**config.mk**
```make
export PLATFORM = sky130hd
export DESIGN_NAME = msbr_ram
export DESIGN_NICKNAME = d
export VERILOG_FILES = /design/src/sv/msbr_ram.sv
export SDC_FILE = /design/constraint.sdc
export NUM_CORES = 2
export LEC_CHECK = 0
export ABC_AREA = 1
export BUFFER_PORTS_ARGS = -buffer_cell sky130_fd_sc_hd__buf_2
export CORE_ASPECT_RATIO = 0.6
export CORE_MARGIN = 4
export CORE_UTILIZATION = 40
export DETAILED_ROUTE_END_ITERATION = 10
export MAX_ROUTING_LAYER = met4
export SETUP_SLACK_MARGIN = 0.2
export SLEW_MARGIN = 40
export SYNTH_ARGS = -nofsm -noshare
export SYNTH_HDL_FRONTEND = slang
export SYNTH_SLANG_ARGS = --single-unit
```
**constraint.sdc**
```tcl
create_clock -name clock -period 5.1 [get_ports clock]
set_input_delay 1.275 -clock clock [delete_from_list [all_inputs] [get_ports clock]]
set_output_delay 1.275 -clock clock [all_outputs]
set_load 0.01 [all_outputs]
```
**src/sv/msbr_ram.sv**
```systemverilog
// ----------------------------------------------------------------------------
// msbr_ram
// Generic simple dual-port RAM: one write port, one read port with
// registered read data.
// ----------------------------------------------------------------------------
module msbr_ram #(
   parameter int WIDTH = 8,
   parameter int DEPTH = 256
) (
   input  logic                     clock,
   input  logic                     wr_en,
   input  logic [$clog2(DEPTH)-1:0] wr_addr,
   input  logic [WIDTH-1:0]         wr_data,
   input  logic [$clog2(DEPTH)-1:0] rd_addr,
   output logic [WIDTH-1:0]         rd_data
);

   logic [WIDTH-1:0] mem [DEPTH];
   logic [WIDTH-1:0] rd_data_ff;

   always_ff @(posedge clock) begin
      if (wr_en) begin
         mem[wr_addr] <= wr_data;
      end
      rd_data_ff <= mem[rd_addr];
   end

   assign rd_data = rd_data_ff;

endmodule

```
==> results.md <==
* Via count at 55.4k
* Clock Sinks at approximately 2.1k
* DP HPWL at 141000 microns
* Die area at about 0.22 sq mm
* Fin crit period at about 3.4 ns
* Root Driver: clkbuf_16
* GPL Wtd Cong at between 0.8 and 0.9
* Reg clk slew, reported paths at around 0.070 ns
* Cts repair resizes at 0
* Number of synthesized register bits at between 2k and 2.5k
* All-Layer GR Usage at between 20% and 30%
* Slew Limit Headroom at approximately two fifths
* Worst setup SP type: primary input
* Worst Skew at 0.0420 ns
* Leak Pwr at 31.8 nW
* Hold WS at between 0.7 and 0.8 ns
* Post-synthesis net count at around 7.0k
* # rows at 129
* # DRC at 0
* Status: completed
* Worst slew pin tran at approximately 0.92 ns
* PortBufs at 33
* TritonCTS clock tree: done
* Number of synthesis warnings at 0
* Initial antenna violation count at 9
* First-pass GRT wire length at around 350000 microns
* Clock buffer count from CTS at approximately 190
* Nets at about 7.0k
* Syn Std Cell Area at 0.0834 sq mm
* Skew-Pair Late Insertion Delay at a little over 0.8 ns
* Bufs on Longest Clock Path at 4
* Largest net degree at the start of global routing at 177
* WL per Instance at 24.5 microns
* Max H-tree Level at 4
* Starting density of the core at approximately 40%
* Syn Area/Cell at about 12 sq um
* Crit. End Element: register
* Core footprint at around 0.21 sq mm
* Max-Cap Viols at 0
* Synth area leader: edfxtp_1
* Share of cells above drive strength 1 at approximately 7.9%
* RSZ-0062 raised after global routing: no
* Layout area overhead at 11.3%
* Area of the multi-input gates at ~0.019 sq mm
* Number of global-route vias before repair at 51.4k
* CP Class: primary input to register
* Synth Instances at between 7k and 8k
* DR pass1 iterations at 6
* Final wirelength at 241000 microns
* Die height at around 360 microns
* Seq/Total Area, Yosys at 73.9%
* Die W at 597 microns
* Final setup fails at 0
* IO Pins at 34
* PD cells at about 370 mW/mm^2
* DRT antenna net count at 0
* Global route total overflow at 0
* Final cycle utilization of the critical path at between 60% and 70%
* Post-CTS Setup Bufs at 0
* Maximum vdd drop at about 0.35 mV
* Filler cells at approximately 18k
* Max-slew violations at 0
* Critical Path AT at 4.15 ns
* Min-delay worst type: primary input to register
* Register Area at around 0.06 sq mm
* Worst EP required at 5.81 ns
* FMAX at roughly 0.29 GHz
* Post-synth top area share at 73.7%
* DR vias/cell at between 5 and 6
* Max Fanout on Critical Path at 52
* Hold buffer count at CTS at 0
* Pwr Total at between 30 and 40 mW
* Top cells by area, synth: edfxtp_1 74%, nand3_1 12%, nand2_1 9.6%
* Hold Vio Cnt, Final at 0
* Post-synth cell types at 14
* Setup TNS at 0 ns
* Number of DRC markers in iteration 0 at approximately 8.3k
-- flip-flops by register name, indices dropped and copies added (netlist names) --
register,count
mem,2048
rd_data,8
-- cells in the final DEF, fill, tap and decap left out, drive strengths merged --
| cell type | n |
|---|---|
| nand3 | 2019 |
| nand2 | 2123 |
| clkinv | 71 |
| diode | 11 |
| dfxtp | 8 |
| nor2 | 283 |
| clkinvlp | 4 |
| clkbuf | 228 |
| buf | 236 |
| edfxtp | 2048 |
| bufinv | 16 |
| inv | 41 |
-- report_power, final --
part / internal [mW] / switching (mW) / total, mW
logic: 0.519 / 1.71 / 2.22
registers: 18.6 / 0.0199 / 18.6
clock network: 7.57 / 6.16 / 13.7
-- worst paths after layout --
check	from	to	slack [ns]	cells past startpoint
setup / recovery	rd_addr[1]	rd_data[7]	1.66	13
hold / removal	wr_data[0]	mem[27][0]	0.80	1
setup reg to reg	mem[55][7]	rd_data[7]	3.07	10
hold reg to reg	mem[222][5]	rd_data[5]	1.01	10
-- area by class of cell --
| cell class | instances | area share, % |
|---|---|---|
| Timing Repair Buffer | 236 | 2.56 |
| Clock buffer | 228 | 5.25 |
| Sequential cell | 2056 | 66.5 |
| Multi-Input combinational cell | 4425 | 20.9 |
| Tap cell | 2751 | 3.71 |
| Antenna cell | 11 | 0.0297 |
| Clock inverter | 93 | 0.910 |
| Inverter | 39 | 0.194 |
-- per-stage QoR --
| stage | utilization, % | setup slack [ns] | instance area, sq um | std cells |
|---|---|---|---|---|
| after CTS | 44.7 | 1.81 | 92500 | 9824 |
| after floorplan | - | 2.33 | 83400 | 7003 |
| after global placement | 41.9 | 0.938 | 86700 | 9502 |
| after global routing | 44.9 | 1.58 | 92800 | 9830 |
| after detailed placement | 42.0 | 0.938 | 86800 | 9503 |
| final | 44.9 | 1.66 | 92800 | 9839 |
-- cell usage after synthesis --
master / count
nand2_1: 2123
buf_4: 46
inv_4: 1
nand3_1: 2019
buf_2: 268
inv_2: 2
nor2_1: 283
buf_8: 1
buf_1: 40
edfxtp_1: 2048
clkbuf_1: 112
dfxtp_1: 8
inv_1: 36
buf_6: 16
-- per-layer routing --
| metal | GRT usage (%) | wire length [microns] |
|---|---|---|
| met4 | 4.71 | 5000 |
| met5 | - | 0 |
| met3 | 5.97 | 30000 |
| met2 | 29.1 | 97100 |
| met1 | 35.1 | 109000 |
-- critical path: stages --
cell and delay, ns:
buf_8 0.19, inv_8 0.42, buf_12 0.37, buf_4 0.36, nand3_1 0.21, nand3_1 0.13
nand3_1 0.07, nand3_1 0.12, nand3_1 0.11, nand3_1 0.37, nand2_1 0.10, nand2_1 0.18
nand2_1 0.10
-- kinds of logic (layout without fill, tap and decap cells) --
group	Yosys count	count (layout)	share of synthesized area [%]
simple gates	4425	4425	22.9
flops	2056	2056	73.9
buf+inv	522	596	3.12
other cells	0	11	0
Power figures use the tool's default switching activity.
