===== src/sv/msbr_pkg.sv =====
// ----------------------------------------------------------------------------
// msbr_pkg
// Shared constants, item codes and step unit types of the MSB-first bit
// reader.
// ----------------------------------------------------------------------------
package msbr_pkg;

   localparam int BUF_DEPTH     = 4096;
   localparam int MAX_READ_BITS = 32;
   localparam int BYTE_BITS     = 8;
   localparam int ADDR_W        = $clog2(BUF_DEPTH);

   localparam int FUNC_W   = 3;
   localparam int CNT_W    = 6;
   localparam int POS_W    = 13;
   localparam int BL_W     = 4;
   localparam int SUB_W    = 3;
   localparam int BITPOS_W = POS_W + SUB_W;
   localparam int DEPTH_W  = 17;
   localparam int VAL_W    = 32;
   localparam int OVR_W    = 20;

   localparam logic [OVR_W-1:0] COUNT_MAX = '1;

   typedef enum logic [FUNC_W-1:0] {
      FUNC_LOAD   = 3'd0,
      FUNC_READ   = 3'd1,
      FUNC_UNPAD  = 3'd2,
      FUNC_SETPOS = 3'd3,
      FUNC_REWIND = 3'd4
   } msbr_func_type;

   typedef struct packed {
      logic [BYTE_BITS-1:0] byte_data;
      logic [BL_W-1:0]      bits_left;
      logic [CNT_W-1:0]     need;
      logic [VAL_W-1:0]     acc;
   } msbr_step_in_type;

   typedef struct packed {
      logic                 take_all;
      logic [CNT_W-1:0]     need;
      logic [BL_W-1:0]      bits_left;
      logic [VAL_W-1:0]     acc;
   } msbr_step_out_type;

endpackage


===== src/sv/msbr_step_unit.sv =====
// ----------------------------------------------------------------------------
// msbr_step_unit
// Shared extract-and-shift unit: takes the unread bits of one buffer byte
// and merges them into the read accumulator at the right place.
// ----------------------------------------------------------------------------
module msbr_step_unit import msbr_pkg::*; (
   input  msbr_step_in_type  step_in,
   output msbr_step_out_type step_out
);

   logic [BYTE_BITS-1:0]       mask;
   logic [BYTE_BITS-1:0]       bits;
   logic                       take_all;
   logic [CNT_W-1:0]           need_rem;
   logic [BL_W-1:0]            part_left;
   logic [VAL_W+BYTE_BITS-1:0] wide;
   logic [BYTE_BITS-1:0]       tail;

   assign mask      = {BYTE_BITS{1'b1}} >> (BL_W'(BYTE_BITS) - step_in.bits_left);
   assign bits      = step_in.byte_data & mask;
   assign take_all  = step_in.need >= CNT_W'(step_in.bits_left);
   assign need_rem  = step_in.need - CNT_W'(step_in.bits_left);
   // whole remainder of the byte lands above the bits still to come
   assign wide      = {{VAL_W{1'b0}}, bits} << need_rem;
   // partial byte: keep the top bits only
   assign part_left = step_in.bits_left - step_in.need[BL_W-1:0];
   assign tail      = bits >> part_left;

   always_comb begin
      step_out.take_all = take_all;
      if (take_all) begin
         step_out.need      = need_rem;
         step_out.bits_left = BL_W'(BYTE_BITS);
         step_out.acc       = step_in.acc | wide[VAL_W-1:0];
      end else begin
         step_out.need      = '0;
         step_out.bits_left = part_left;
         step_out.acc       = step_in.acc | VAL_W'(tail);
      end
   end

endmodule


===== config.mk =====
export PLATFORM = sky130hd
export DESIGN_NAME = msbr_step_unit
export DESIGN_NICKNAME = d
export VERILOG_FILES = /design/src/sv/msbr_pkg.sv /design/src/sv/msbr_step_unit.sv
export SDC_FILE = /design/constraint.sdc
export NUM_CORES = 1
export LEC_CHECK = 0
export ABC_AREA = 1
export BUFFER_PORTS_ARGS = -buffer_cell sky130_fd_sc_hd__buf_2
export CAP_MARGIN = 20
export CORE_MARGIN = 4
export CORE_UTILIZATION = 35
export DETAILED_ROUTE_END_ITERATION = 8
export GPL_TIMING_DRIVEN = 0
export PLACE_DENSITY = 0.67
export RECOVER_POWER = 50
export SLEW_MARGIN = 40
export SYNTH_ARGS = -nofsm -noshare
export SYNTH_HDL_FRONTEND = slang
export SYNTH_SLANG_ARGS = --single-unit

===== constraint.sdc =====
create_clock -name vclk -period 4.8
set_input_delay 0.96 -clock vclk [all_inputs]
set_output_delay 0.96 -clock vclk [all_outputs]
set_load 0.02 [all_outputs]

==> impl_metrics.yaml <==
sta:
  hold_viol: 0
  max_slew.worst_pin.slew_ns: 0.493
  final.min_clock_period_ns: 4.32
  setup_total_negative_slack_ns: 0
  worst_slew_margin_rel_pct: 66.9
  rsz0062_at_grt: "false"
  drv_slew: 0
  achievable-frequency_mhz: 231
  post-route-period-util_pct: 90.0
  final_setup_vio_count: 0
floorplan:
  die_w_um: 77.5
  dieArea_um2: 6010
  coreArea_um2: 4690
  site_row_count: 25
  start_util_pct: 36.0
  die_h_um: 77.5
  io_pins: 93
placed_design:
  gpl.final_weighted_congestion: 0.913
  place_inst: 468
  place.port_buffers: 93
  final_hpwl_dp_mm: 5.22
synth:
  synth.yosys.seq_area_share_pct: 0
  yosysUniqueCellTypes: 35
  synth.yosys.warnings: 0
  mappedNetlistArea_um2: 1690
  synth_area_per_cell_um2: 5.27
  synth.area.top_cells: "nand2_1 23%, nand3_1 18%, inv_1 8.2%"
  synth_most_common_cell: "nand2_1"
  synth_top_cell_area_share_pct: 22.9
  synth_top_area_cell: "nand2_1"
  synth.cells.most_frequent: "103 x nand2_1, 61 x nand3_1, 37 x inv_1"
  synthesis.instances: 321
  syn_nets: 384
finish:
  layout-drive-gt1-share_pct: 27.3
  diodes: 0
  seq_area_um2: 0
  instances_no_fill: 468
  layout.sequential_cells: 0
  nets: 479
  n_fill_cell: 549
  area_growth_pct: 28.7
  layout.clock_buffers: 0
global_routing:
  grt_pass1_vias: 2301
  grt_start_max_net_pins: 11
  number_of_antenna_violations_at_the_first_check_in_global_routing: 0
  globalRoute.totalOverflow: 0
  grt_first_pass_wirelength_mm: 10.3
  grt.total_usage_pct: 20.4
clocking:
  cts_repair_resize_count: 0
  postCtsSetupBuffers: 0
  cts_hold_buffers: 0
setup_path:
  timing.critical_path.to_type: "primary output"
  worstSetupStartpointType: "input pin"
  crit_path_dat_ns: 3.36
  crit_slowest_cell: "fa_1"
  criticalPathCategory: "in2out"
  critical_path.max_stage_delay_ns: 0.43
  critical_path.max_fanout: 10
  worst_ep_required_time_ns: 3.84
  crit_path_cell_trace: "buf_2 > inv_1 > ha_1 > inv_1 > fa_1 > nand2_2 > nand2_2 > nand2_1 > nand2_4 > xor2_1 > nand3_4 > inv_4 > clkbuf_2 > nand2_1 > nand4_1 > buf_2"
outcome:
  run_status: "finished, final reports clean"
route:
  drcViolationCount: 0
  drt_pass1_iterations: 4
  ant_nets: 0
  drt_first_iter_violations: 119
  drt-wirelength-per-cell_um: 12.8
  routed_wl_mm: 5.97
  detail_route.vias_per_cell: 5.03
  route.vias.total: 2353
pwr:
  ir_worst_vdd_v: 0.0000817
  leakagePower_uw: 0.00126
  powerDensity_nw_per_um2: 180
min_path:
  min-delay-path-class: "in2out"
run:
  max_cap_viol_count: 0
-- cell usage in the layout, fill, tap and decap left out, types with 2 or more instances in the layout --
cell	n
nand2_1	105
nand3b_1	6
nor2_2	4
ha_1	11
nand3_1	61
o21ai_0	7
inv_2	2
nor2_1	23
a21boi_0	2
fa_1	2
clkinv_1	3
a21oi_2	2
nand4_1	11
buf_6	2
o211ai_1	3
clkbuf_1	10
o21bai_1	3
buf_2	88
a21oi_1	4
xor2_1	2
a31oi_1	3
nand2_2	6
o21ai_1	4
inv_1	39
-- worst paths after layout --
| check | start | endpoint | slack, ns | depth (start not counted) |
|---|---|---|---|---|
| worst max-delay path | step_in[32] | step_out[0] | 0.48 | 16 |
| worst min-delay path | step_in[20] | step_out[20] | 2.21 | 4 |
-- critical path: cells and delay by family --
kind                       cells  cell delay (ns)
xor gates and xnor gates       1             0.36
adders and majority gates      2             0.61
buffers and inverters          6             0.73
and+or+nand+nor                7             0.67
-- layout make-up --
type	instances	area, um^2	share of cell area (%)
Tap cell	54	67.6	3.11
Timing Repair Buffer	93	455	20.9
Inverter	45	171	7.88
Multi-Input combinational cell	265	1410	64.9
Buffer	11	68.8	3.16
-- through the flow --
step	cell area, um^2	hold WS (ns)	utilization (%)	setup slack, ns	total power (uW)
final	2180	2.21	46.4	0.479	391
after global routing	2180	2.24	46.4	0.245	440
after CTS	2220	2.22	47.4	0.589	400
after detailed placement	2220	2.22	47.4	0.608	398
after global placement	2220	2.21	47.4	0.587	397
after floorplan	1690	2.08	-	1.06	283
-- report_power, final --
part | total, uW | internal [uW] | switching [uW]
Sequential | 0 | 0 | 0
Clock | 0 | 0 | 0
Combinational | 391 | 125 | 266
Total | 391 | 125 | 266
-- cell families (layout without fill, tap and decap cells) --
kind of cell / after synthesis / in the layout / synth area share (%)
adders and majority gates: 13 / 13 / 10.5
and+or+nand+nor: 219 / 219 / 60.6
xor gates and xnor gates: 4 / 4 / 3.63
buffers and inverters: 56 / 149 / 14.6
AOI/OAI and AO/OA: 29 / 29 / 10.7
-- routing by layer --
layer / wire [um] / track usage, % / share of wire, %
met5: 0 / 0 / 0
met4: 14 / 1.96 / 0.23
met3: 397 / 1.04 / 6.6
met2: 2740 / 34.0 / 46
met1: 2820 / 29.7 / 47
Power figures use the tool's default switching activity.
